==> src/rtl/b64d_pkg.sv <==
// ----------------------------------------------------------------------------
// b64d_pkg
// Shared types, status codes and the alphabet lookup of the base64 decoder.
// ----------------------------------------------------------------------------
package b64d_pkg;

  localparam int CHAR_W   = 8;
  localparam int SEXTET_W = 6;
  localparam int ACC_W    = 18;
  localparam int QUAD_W   = 24;
  localparam int GRP_MAX  = 3;

  localparam logic [1:0] ST_OK      = 2'd0;
  localparam logic [1:0] ST_BADCHAR = 2'd1;
  localparam logic [1:0] ST_BADLEN  = 2'd2;
  localparam logic [1:0] ST_BADPAD  = 2'd3;

  localparam logic [CHAR_W-1:0] CH_PAD   = 8'h3D;  // '='
  localparam logic [CHAR_W-1:0] CH_PLUS  = 8'h2B;  // '+'
  localparam logic [CHAR_W-1:0] CH_SLASH = 8'h2F;  // '/'

  typedef struct packed {
    logic                bad;
    logic                pad;
    logic [SEXTET_W-1:0] sext;
  } b64d_cls_t;

  // One decoded quad or one error, handed to the output stage.
  typedef struct packed {
    logic [1:0]                      nbytes;
    logic [GRP_MAX-1:0][CHAR_W-1:0]  data;
    logic [1:0]                      status;
    logic                            fin;
  } b64d_grp_t;

  function automatic b64d_cls_t b64d_classify(input logic [CHAR_W-1:0] c);
    b64d_cls_t   r;
    logic [7:0]  d;
    r = '{bad: 1'b0, pad: 1'b0, sext: '0};
    d = '0;
    if (c >= 8'h41 && c <= 8'h5A) begin
      d = c - 8'd65;
    end else if (c >= 8'h61 && c <= 8'h7A) begin
      d = c - 8'd71;
    end else if (c >= 8'h30 && c <= 8'h39) begin
      d = c + 8'd4;
    end else if (c == CH_PLUS) begin
      d = 8'd62;
    end else if (c == CH_SLASH) begin
      d = 8'd63;
    end else if (c == CH_PAD) begin
      r.pad = 1'b1;
    end else begin
      r.bad = 1'b1;
    end
    r.sext = d[SEXTET_W-1:0];
    return r;
  endfunction

endpackage

==> src/rtl/b64d_decode.sv <==
// ----------------------------------------------------------------------------
// b64d_decode
// Input register, sextet gathering, checks and quad/error group forming.
// ----------------------------------------------------------------------------
module b64d_decode import b64d_pkg::*; (
  input  logic              clk,
  input  logic              rst,
  input  logic              in_valid,
  output logic              in_stall,
  input  logic [CHAR_W-1:0] in_char,
  input  logic              final_char,
  output logic              grp_valid,
  output b64d_grp_t         grp,
  input  logic              grp_ready
);

  logic              iv;
  logic [CHAR_W-1:0] ichar;
  logic              ifin;

  logic [1:0]        quad_pos;
  logic [ACC_W-1:0]  sextet_acc;
  logic [1:0]        pad_seen;
  logic              err_drop;

  logic [1:0]        quad_pos_next;
  logic [ACC_W-1:0]  sextet_acc_next;
  logic [1:0]        pad_seen_next;
  logic              err_drop_next;

  b64d_cls_t           cls;
  logic [1:0]          st;
  logic [1:0]          pad_new;
  logic [SEXTET_W-1:0] sx;
  logic [QUAD_W-1:0]   full;
  logic                quad_end;
  logic                advance;
  logic                accept;

  always_comb begin
    cls = b64d_classify(ichar);
    st  = ST_OK;
    if (cls.bad) begin
      st = ST_BADCHAR;
    end else if (cls.pad) begin
      if (quad_pos < 2'd2) begin
        st = ST_BADPAD;
      end else if (quad_pos == 2'd3 && !ifin) begin
        st = ST_BADPAD;
      end
    end else if (pad_seen != 2'd0) begin
      st = ST_BADPAD;
    end
    if (st == ST_OK && ifin && quad_pos != 2'd3) begin
      st = ST_BADLEN;
    end
    pad_new  = pad_seen + {1'b0, cls.pad};
    sx       = cls.pad ? '0 : cls.sext;
    full     = {sextet_acc, sx};
    quad_end = (quad_pos == 2'd3);
  end

  always_comb begin
    grp_valid = iv && !err_drop && (st != ST_OK || quad_end);
    if (st != ST_OK) begin
      grp.nbytes = 2'd1;
      grp.data   = '0;
    end else begin
      grp.nbytes = pad_new[1] ? 2'd1 : (pad_new[0] ? 2'd2 : 2'd3);
      grp.data   = {full[7:0], full[15:8], full[23:16]};
    end
    grp.status = st;
    grp.fin    = ifin;
  end

  assign advance  = iv && (!grp_valid || grp_ready);
  assign in_stall = iv && !advance;
  assign accept   = in_valid && !in_stall;

  always_comb begin
    quad_pos_next   = quad_pos;
    sextet_acc_next = sextet_acc;
    pad_seen_next   = pad_seen;
    err_drop_next   = err_drop;
    if (err_drop || st != ST_OK || quad_end) begin
      if (ifin || quad_end) begin
        quad_pos_next   = '0;
        sextet_acc_next = '0;
        pad_seen_next   = '0;
      end
      if (err_drop) begin
        err_drop_next = !ifin;
      end else if (st != ST_OK) begin
        err_drop_next = !ifin;
      end
    end else begin
      quad_pos_next   = quad_pos + 2'd1;
      sextet_acc_next = full[ACC_W-1:0];
      pad_seen_next   = pad_new;
    end
  end

  always_ff @(posedge clk) begin
    if (rst) begin
      iv         <= 1'b0;
      quad_pos   <= '0;
      sextet_acc <= '0;
      pad_seen   <= '0;
      err_drop   <= 1'b0;
    end else begin
      if (accept) begin
        iv <= 1'b1;
      end else if (advance) begin
        iv <= 1'b0;
      end
      if (advance) begin
        quad_pos   <= quad_pos_next;
        sextet_acc <= sextet_acc_next;
        pad_seen   <= pad_seen_next;
        err_drop   <= err_drop_next;
      end
    end
  end

  always_ff @(posedge clk) begin
    if (accept) begin
      ichar <= in_char;
      ifin  <= final_char;
    end
  end

endmodule

==> src/rtl/b64d_serial.sv <==
// ----------------------------------------------------------------------------
// b64d_serial
// Result register: holds one group and sends its bytes one beat at a time.
// ----------------------------------------------------------------------------
module b64d_serial import b64d_pkg::*; (
  input  logic              clk,
  input  logic              rst,
  input  logic              grp_valid,
  input  b64d_grp_t         grp,
  output logic              grp_ready,
  output logic              out_valid,
  input  logic              out_stall,
  output logic [CHAR_W-1:0] out_byte,
  output logic [1:0]        status,
  output logic              run_last,
  output logic              message_end
);

  logic       busy;
  logic [1:0] idx;
  b64d_grp_t  held;
  logic       out_fire;
  logic       load;

  assign out_valid   = busy;
  assign run_last    = (idx == held.nbytes - 2'd1);
  assign out_byte    = (idx == 2'd0) ? held.data[0] :
                       (idx == 2'd1) ? held.data[1] : held.data[2];
  assign status      = held.status;
  assign message_end = run_last && held.fin;

  assign out_fire  = busy && !out_stall;
  assign grp_ready = !busy || (out_fire && run_last);
  assign load      = grp_valid && grp_ready;

  always_ff @(posedge clk) begin
    if (rst) begin
      busy <= 1'b0;
      idx  <= '0;
    end else if (load) begin
      busy <= 1'b1;
      idx  <= '0;
    end else if (out_fire) begin
      if (run_last) begin
        busy <= 1'b0;
      end else begin
        idx <= idx + 2'd1;
      end
    end
  end

  always_ff @(posedge clk) begin
    if (load) begin
      held <= grp;
    end
  end

endmodule

==> src/rtl/base64_decoder_with_check.sv <==
// ----------------------------------------------------------------------------
// base64_decoder_with_check
// Streaming base64 decoder with alphabet, padding and length checks.
// ----------------------------------------------------------------------------
//   channel | signals                                   | beat
//   in      | in_valid, in_stall, in_char, final_char   | one text character
//   out     | out_valid, out_stall, out_byte, status,   | one byte or error
//           | run_last, message_end                     |
//
// Characters enter at one per cycle while in_stall is low; a character lands
// in the input register and is decoded the next cycle. A quad end or a fault
// forms a group of up to three results in the result register, sent one beat
// per cycle while out_stall is low. A character that forms a group waits in
// the input register, and holds the input, until the result register sends
// its last beat.
// Reset (rst, synchronous) empties both registers and clears the quad state.
module base64_decoder_with_check import b64d_pkg::*; (
  input  logic              clk,
  input  logic              rst,
  input  logic              in_valid,
  output logic              in_stall,
  input  logic [CHAR_W-1:0] in_char,
  input  logic              final_char,
  output logic              out_valid,
  input  logic              out_stall,
  output logic [CHAR_W-1:0] out_byte,
  output logic [1:0]        status,
  output logic              run_last,
  output logic              message_end
);

  logic      grp_valid;
  logic      grp_ready;
  b64d_grp_t grp;

  b64d_decode u_decode (
    .clk        (clk),
    .rst        (rst),
    .in_valid   (in_valid),
    .in_stall   (in_stall),
    .in_char    (in_char),
    .final_char (final_char),
    .grp_valid  (grp_valid),
    .grp        (grp),
    .grp_ready  (grp_ready)
  );

  b64d_serial u_serial (
    .clk         (clk),
    .rst         (rst),
    .grp_valid   (grp_valid),
    .grp         (grp),
    .grp_ready   (grp_ready),
    .out_valid   (out_valid),
    .out_stall   (out_stall),
    .out_byte    (out_byte),
    .status      (status),
    .run_last    (run_last),
    .message_end (message_end)
  );

endmodule

==> config.mk <==
export PLATFORM = sky130hd
export DESIGN_NAME = base64_decoder_with_check
export DESIGN_NICKNAME = d
export VERILOG_FILES = /design/src/rtl/b64d_pkg.sv /design/src/rtl/b64d_decode.sv /design/src/rtl/b64d_serial.sv /design/src/rtl/base64_decoder_with_check.sv
export SDC_FILE = /design/constraint.sdc
export NUM_CORES = 1
export LEC_CHECK = 0
export BUFFER_PORTS_ARGS = -buffer_cell sky130_fd_sc_hd__buf_2
export CAP_MARGIN = 20
export CORE_MARGIN = 10
export CORE_UTILIZATION = 52
export DETAILED_ROUTE_END_ITERATION = 10
export GPL_TIMING_DRIVEN = 1
export HOLD_SLACK_MARGIN = 0.12
export PLACE_DENSITY = 0.82
export SLEW_MARGIN = 20
export SYNTH_ARGS = -nofsm -noshare
export SYNTH_HDL_FRONTEND = slang
export SYNTH_HIERARCHICAL = 1
export SYNTH_SLANG_ARGS = --single-unit
export TNS_END_PERCENT = 50
==> constraint.sdc <==
create_clock -name clk -period 10.17 [get_ports clk]
set_clock_uncertainty 0.05 [all_clocks]
set_input_delay 0 -clock clk [delete_from_list [all_inputs] [get_ports clk]]
set_output_delay 0 -clock clk [all_outputs]
set_load 0.02 [all_outputs]
======== Word-level counts from Yosys, hierarchy flattened ========
Index checks and enable logic that the tools add are counted.
cells by class
  add/sub/neg operators ................... 7
  magnitude comparators ................... 7
  eq/ne operators ......................... 8
  muxes and demuxes ....................... 34
  bitwise logic cells ..................... 1
  reductions and logical operators ........ 41
operator list
  operator               number
  $mux W18               2
  $mux W6                6
  $mux W2                14
  $eq A8 B6 Y1 const B   3
  $ge A8 B7 Y1 const B   2
  $le A8 B7 Y1 const B   2
  $mux W8                2
  $logic_and A1 B1 Y1    15
  $mux W1                10
  $reduce_bool A2 Y1     5
  $ge A8 B6 Y1 const B   1
  $le A8 B6 Y1 const B   1
  $reduce_and A2 Y1      4
  $logic_not A1 Y1       7
  $add A6 B3 Y6 const B  1
  $logic_or A1 B1 Y1     6
  $sub A6 B1 Y6 const B  1
  $sub A6 B3 Y6 const B  1
  $add A2 B1 Y2 const B  2
  $logic_not A2 Y1       2
  $ne A2 B2 Y1 const B   2
  $reduce_or A2 Y1       2
  $add A2 B1 Y2          1
  $eq A2 B1 Y1 const B   1
  other kinds (5)        5
storage, ports and cells
  bits in registers ....................... 65
  input bits .............................. 13

======== Longest topological paths before layout ========
  depth after elaboration ................. 24
  depth in mapped cells ................... 12
  gate-level depth less buffers ........... 11

======== By module ========
The synthesis kept the hierarchy.
by module, submodules not included
  module       instances  cells each  area each (um^2)
  b64d_decode  1          204         1,945.6
  b64d_serial  1          88          1,291.2

======== Worst setup path after synthesis ========
Ideal clock, no wire load.
  path type ............................... register to register
  from .................................... register u_decode.ichar[2]
  to ...................................... register u_serial/held[0] (netlist name), enable pin
  setup time .............................. 0.389 ns
  arrival time ............................ 2.846 ns
  setup slack ............................. 6.886 ns
  stages on the path, launching flop included .. 9
  buffers on the path ..................... 0
  period minus slack after synthesis ...... 3.284 ns
  path through ............................ edfxtp_1 -> inv_1 -> ha_1 -> a2111oi_4 -> a221oi_2 -> a311oi_2 -> o21ai_2 -> nor2b_1 -> and2_1
between the ends
  longest elaborated chain between the ends .. 17
RTL lines
  what                              RTL line                         text
  start, declared                   b64d_decode.sv:18                logic [CHAR_W-1:0] ichar;
  start signal, assigned            b64d_decode.sv:127               ichar <= in_char;
  $eq A8 B6 Y1                      b64d_pkg.sv:51                   end else if (c == CH_PAD) begin
  $mux W1                           b64d_pkg.sv:51
  $mux W2                           b64d_pkg.sv:49                   end else if (c == CH_SLASH) begin
  $mux W2                           b64d_pkg.sv:47                   end else if (c == CH_PLUS) begin
  $mux W2                           b64d_pkg.sv:45                   end else if (c >= 8'h30 && c <= 8'h39) begin
  $mux W2                           b64d_pkg.sv:43                   end else if (c >= 8'h61 && c <= 8'h7A) begin
  $mux W2 (*)                       b64d_pkg.sv:41                   if (c >= 8'h41 && c <= 8'h5A) begin
  $mux W2                           b64d_decode.sv:45                end else if (cls.pad) begin
  [... 2 more ...]                  n/a
  $logic_and A1 B1 Y1 (2 in a row)  b64d_decode.sv:54                if (st == ST_OK && ifin && quad_pos != 2'd3) begin
  $mux W2 (*)                       b64d_decode.sv:54
  $reduce_bool A2 Y1 (*)            b64d_decode.sv:64                grp_valid = iv && !err_drop && (st != ST_OK || quad_end);
  $logic_or A1 B1 Y1 (*)            b64d_decode.sv:64
  $logic_and A1 B1 Y1 (*)           b64d_decode.sv:64
  net grp_valid                     base64_decoder_with_check.sv:32  logic grp_valid;
  $logic_and A1 B1 Y1 (*)           b64d_serial.sv:34                assign load = grp_valid && grp_ready;
  net u_serial.load                 b64d_serial.sv:23                logic load;
  end signal, assigned              b64d_serial.sv:54                held <= grp;
  end, declared                     b64d_serial.sv:21                b64d_grp_t held;
The timed path passes the listed nets; every way through them passes the cells marked *.
A chain may end at the register's enable or synchronous reset.

======== Worst setup path in the final report ========
  from .................................... register u_decode.ichar[2]
  to ...................................... register u_decode.ichar[3], enable pin
between the ends
  longest elaborated chain between the ends .. 23
RTL lines
  what                     RTL line           text
  $eq A8 B6 Y1             b64d_pkg.sv:51
  $mux W1                  b64d_pkg.sv:51
  $mux W2                  b64d_pkg.sv:49
  $mux W2                  b64d_pkg.sv:47
  $mux W2                  b64d_pkg.sv:45
  $mux W2                  b64d_pkg.sv:43
  $mux W2 (*)              b64d_pkg.sv:41
  $mux W2                  b64d_decode.sv:45
  [... 8 more ...]         n/a
  $logic_not A1 Y1 (*)     b64d_decode.sv:76  assign advance = iv && (!grp_valid || grp_ready);
  $logic_or A1 B1 Y1 (*)   b64d_decode.sv:76
  $logic_and A1 B1 Y1 (*)  b64d_decode.sv:76
  $logic_not A1 Y1 (*)     b64d_decode.sv:77  assign in_stall = iv && !advance;
  $logic_and A1 B1 Y1 (*)  b64d_decode.sv:77
  $logic_not A1 Y1 (*)     b64d_decode.sv:78  assign accept = in_valid && !in_stall;
  $logic_and A1 B1 Y1 (*)  b64d_decode.sv:78
  net u_decode.accept      b64d_decode.sv:38  logic accept;
Marks and branches as above.

==> impl_metrics.tcl <==
set metrics [dict create \
    status "complete, no violations" \
    rsz0062_at_grt "no" \
    power_density_nw_per_um2 158 \
    synth_cell_types 54 \
    clkLatencyLatePin_ns 0.34 \
    via_per_inst 5.60 \
    synth-edff-count 38 \
    grt_max_degree 30 \
    finalWirelength_um 6040 \
    reg2reg_slack_ns 6.42 \
    nets 352 \
    fin_util_pct 62.3 \
    cts_root_buf "clkbuf_8" \
    crit_chain "inv_1, ha_1, a21oi_1, a211oi_1, or4b_1, a311oi_2, o21ai_2, nor3b_1, nor2b_1" \
    clock-sinks 65 \
    placed_area_um2 3380 \
    cp_max_fo 11 \
    globalRoute.totalOverflow 0 \
    hold_slack_ns 0.319 \
    synth_nets 318 \
    pwr-share-comb_pct 9.8 \
    final_hold_viol_count 0 \
    ff_latch_area_um2 1680 \
    start_kind "flop" \
    io_buffers 26 \
    crit_type "reg -> reg" \
    switchingPower_mw 0.141 \
    max_cap_violations 0 \
    layout_common_cells "38 x edfxtp_1, 27 x dfxtp_1, 26 x buf_2, 20 x and3_1, 20 x a22o_1" \
    hold_start "in_char[2]" \
    timing.rr.end "u_decode/ichar[3]" \
    grt_pass1_vias 2116 \
    holdPathStages 2 \
    tightest_slew_ns 0.844 \
    drt-initial-drc-count 126 \
    internal_power_mw 0.449 \
    gp_congestion 0.888 \
    power_frac_seq_pct 50.1 \
    vdd_drop_max_uv 92.7 \
    pwr-share-clk_pct 40.0 \
    routedWlPerCell_um 14.9 \
    die_y_um 98.9 \
    layout_min_cycle_time_ns 3.75 \
    ys.flop_type "edfxtp_1" \
    numCtsBuffers 9 \
    drt_pass1_iterations 4 \
    clkTransAtPathRegs_ns 0.06 \
    num_antenna_cells 0 \
    finalSetupTns_ns 0 \
    avgSynthCellArea_um2 11.1 \
    worst_path_max_delay_cell "or4b_1" \
    ys_top_cells_by_area "edfxtp_1 35%, dfxtp_1 17%, a22o_1 5.4%" \
    htreeDepth 3 \
    async_flop_share_pct 0 \
    yosysTopAreaCell "edfxtp_1" \
    min_to "u_decode/ichar[2]" \
    cts_setup_buffers 0 \
    finalPower_mw 0.590 \
    slew_headroom_pct 43.7 \
    nFillCells 469 \
    drive_above_1_share_pct 16.0 \
    die-area_um2 9780 \
    grt_use_total_pct 12.7 \
    synthToLayoutAreaGrowth_pct 15.2 \
    multi_input_area_um2 1400 \
    worst_ep_arrival_time_ns 3.68 \
    vias 2275 \
    tritoncts "yes" \
    timing.rr.start "u_decode/ichar[2]" \
    cts-resized-gates 0 \
    core_um2 5990 \
    initial_utilization_pct 54.0 \
    clk_path_buf_depth 2 \
    worstRegToRegCells 9 \
    yosysTopAreaCellShare_pct 35.3 \
    syn_inst 292 \
    period_share_pct 36.9 \
    grt_pass1_wl_um 10300 \
    antenna_found_initial 0 \
    fmax_mhz 266 \
    worstPathRequired_ns 10.09 \
    power_leakage_nw 1.51 \
    rows 28 \
    final_area_um2 3730 \
    yosysSeqAreaShare_pct 52.0 \
    p_sw_share_pct 24.0 \
    hpwl_um 4180 \
    io_pins 27 \
    drc 0 \
    hp-class "in -> reg" \
    die_x_um 98.9 \
    critPathMaxStageDelay_ns 0.67 \
    syn_area_um2 3240 \
    ant_nets 0 \
    synth-seq-cells 65 \
    yosysWarnings 6 \
    cp-end-kind "flop" \
    finalMaxSlewViolations 0 \
    setup_viol 0 \
    mostFrequentLayoutCell "edfxtp_1" \
]
-- power groups by stage --
stage | Sequential (mW) | Clock, mW | Combinational (mW)
after floorplan | 0.299 | 0 | 0.0424
after global placement | 0.301 | 0 | 0.0532
after detailed placement | 0.302 | 0 | 0.0540
after CTS | 0.296 | 0.242 | 0.0578
after global routing | 0.297 | 0.253 | 0.0649
final | 0.296 | 0.236 | 0.0580
-- cell type report --
class / instances / share of cell area (%)
Clock buffer: 9 / 3.32
Clock inverter: 7 / 2.52
Inverter: 17 / 1.71
Multi-Input combinational cell: 192 / 37.5
Sequential cell: 65 / 45.1
Tap cell: 75 / 2.52
Timing Repair Buffer: 41 / 7.38
-- through the flow --
stage	setup WS, ns	instances
2_1_floorplan	6.89	292
3_5_place_dp	6.19	377
6_report	6.42	406
5_1_grt	6.10	406
3_3_place_gp	6.36	377
4_1_cts	6.19	406
-- worst max path at each step --
stage                           start                  to
detailed placement  u_decode/ichar[2]  u_serial/status[1]
global placement    u_decode/ichar[2]    u_serial/held[6]
global route        u_decode/ichar[2]   u_decode/ichar[0]
floorplan           u_decode/ichar[2]    u_serial/held[0]
CTS                 u_decode/ichar[2]   u_serial/held[23]
finish              u_decode/ichar[2]   u_decode/ichar[3]
-- critical path, delay by kind of cell, from the launching register on --
family,cells,cell delay [ns]
buffers and inverters,1,0.19
adders and majority gates,1,0.35
and+or+nand+nor,3,1.46
AOI/OAI and AO/OA,4,0.81
DFF,1,0.51
-- cell families after synthesis --
family          synth area share (%)
buf+inv                         5.06
xor+xnor                        1.62
fa+ha+maj                       5.03
mux                             3.13
simple gates                    14.7
compound gates                  18.5
flops                           52.0
-- state kept, by name (all words and copies together) (netlist names) --
| name | flops |
|---|---|
| u_serial/held | 27 |
| u_decode/sextet_acc | 18 |
| u_decode/ichar | 8 |
| u_decode/pad_seen | 2 |
| u_decode/quad_pos | 2 |
| u_serial/idx | 2 |
| u_serial/status | 2 |
| u_decode/err_drop | 1 |
| u_decode/ifin | 1 |
| u_decode/iv | 1 |
| u_serial/out_valid | 1 |
-- cells in the mapped netlist, types with 2 or more instances --
library cell	number
mux2i_1	9
nand2b_1	7
a21oi_1	8
o31ai_1	3
a211oi_1	5
buf_6	2
clkbuf_1	8
inv_1	16
a22o_1	20
nor2_1	13
edfxtp_1	38
and2_1	7
buf_4	3
nand2_1	15
o211a_1	2
nor2b_1	8
ha_1	13
nor4_1	2
and3_1	20
nor3_1	3
buf_2	5
o21ai_0	16
a31oi_1	3
o22ai_1	3
dfxtp_1	27
xnor2_1	6
nand3_1	3
-- metal layers --
| layer | GRT usage [%] | part of all wire, % |
|---|---|---|
| met5 | 0 | 0 |
| met4 | 4.85 | 1.2 |
| met3 | 5.31 | 6.8 |
| met2 | 19.0 | 46 |
| met1 | 15.9 | 47 |
-- what timing repair did --
| action | 4_1_cts | 5_1_grt |
|---|---|---|
| setup endpoints to repair | 0 | 0 |
| hold buffers | 13 | 0 |
| endpoints found under the hold margin | 14 | 0 |
Note: power is estimated with default switching activity, not from simulation.
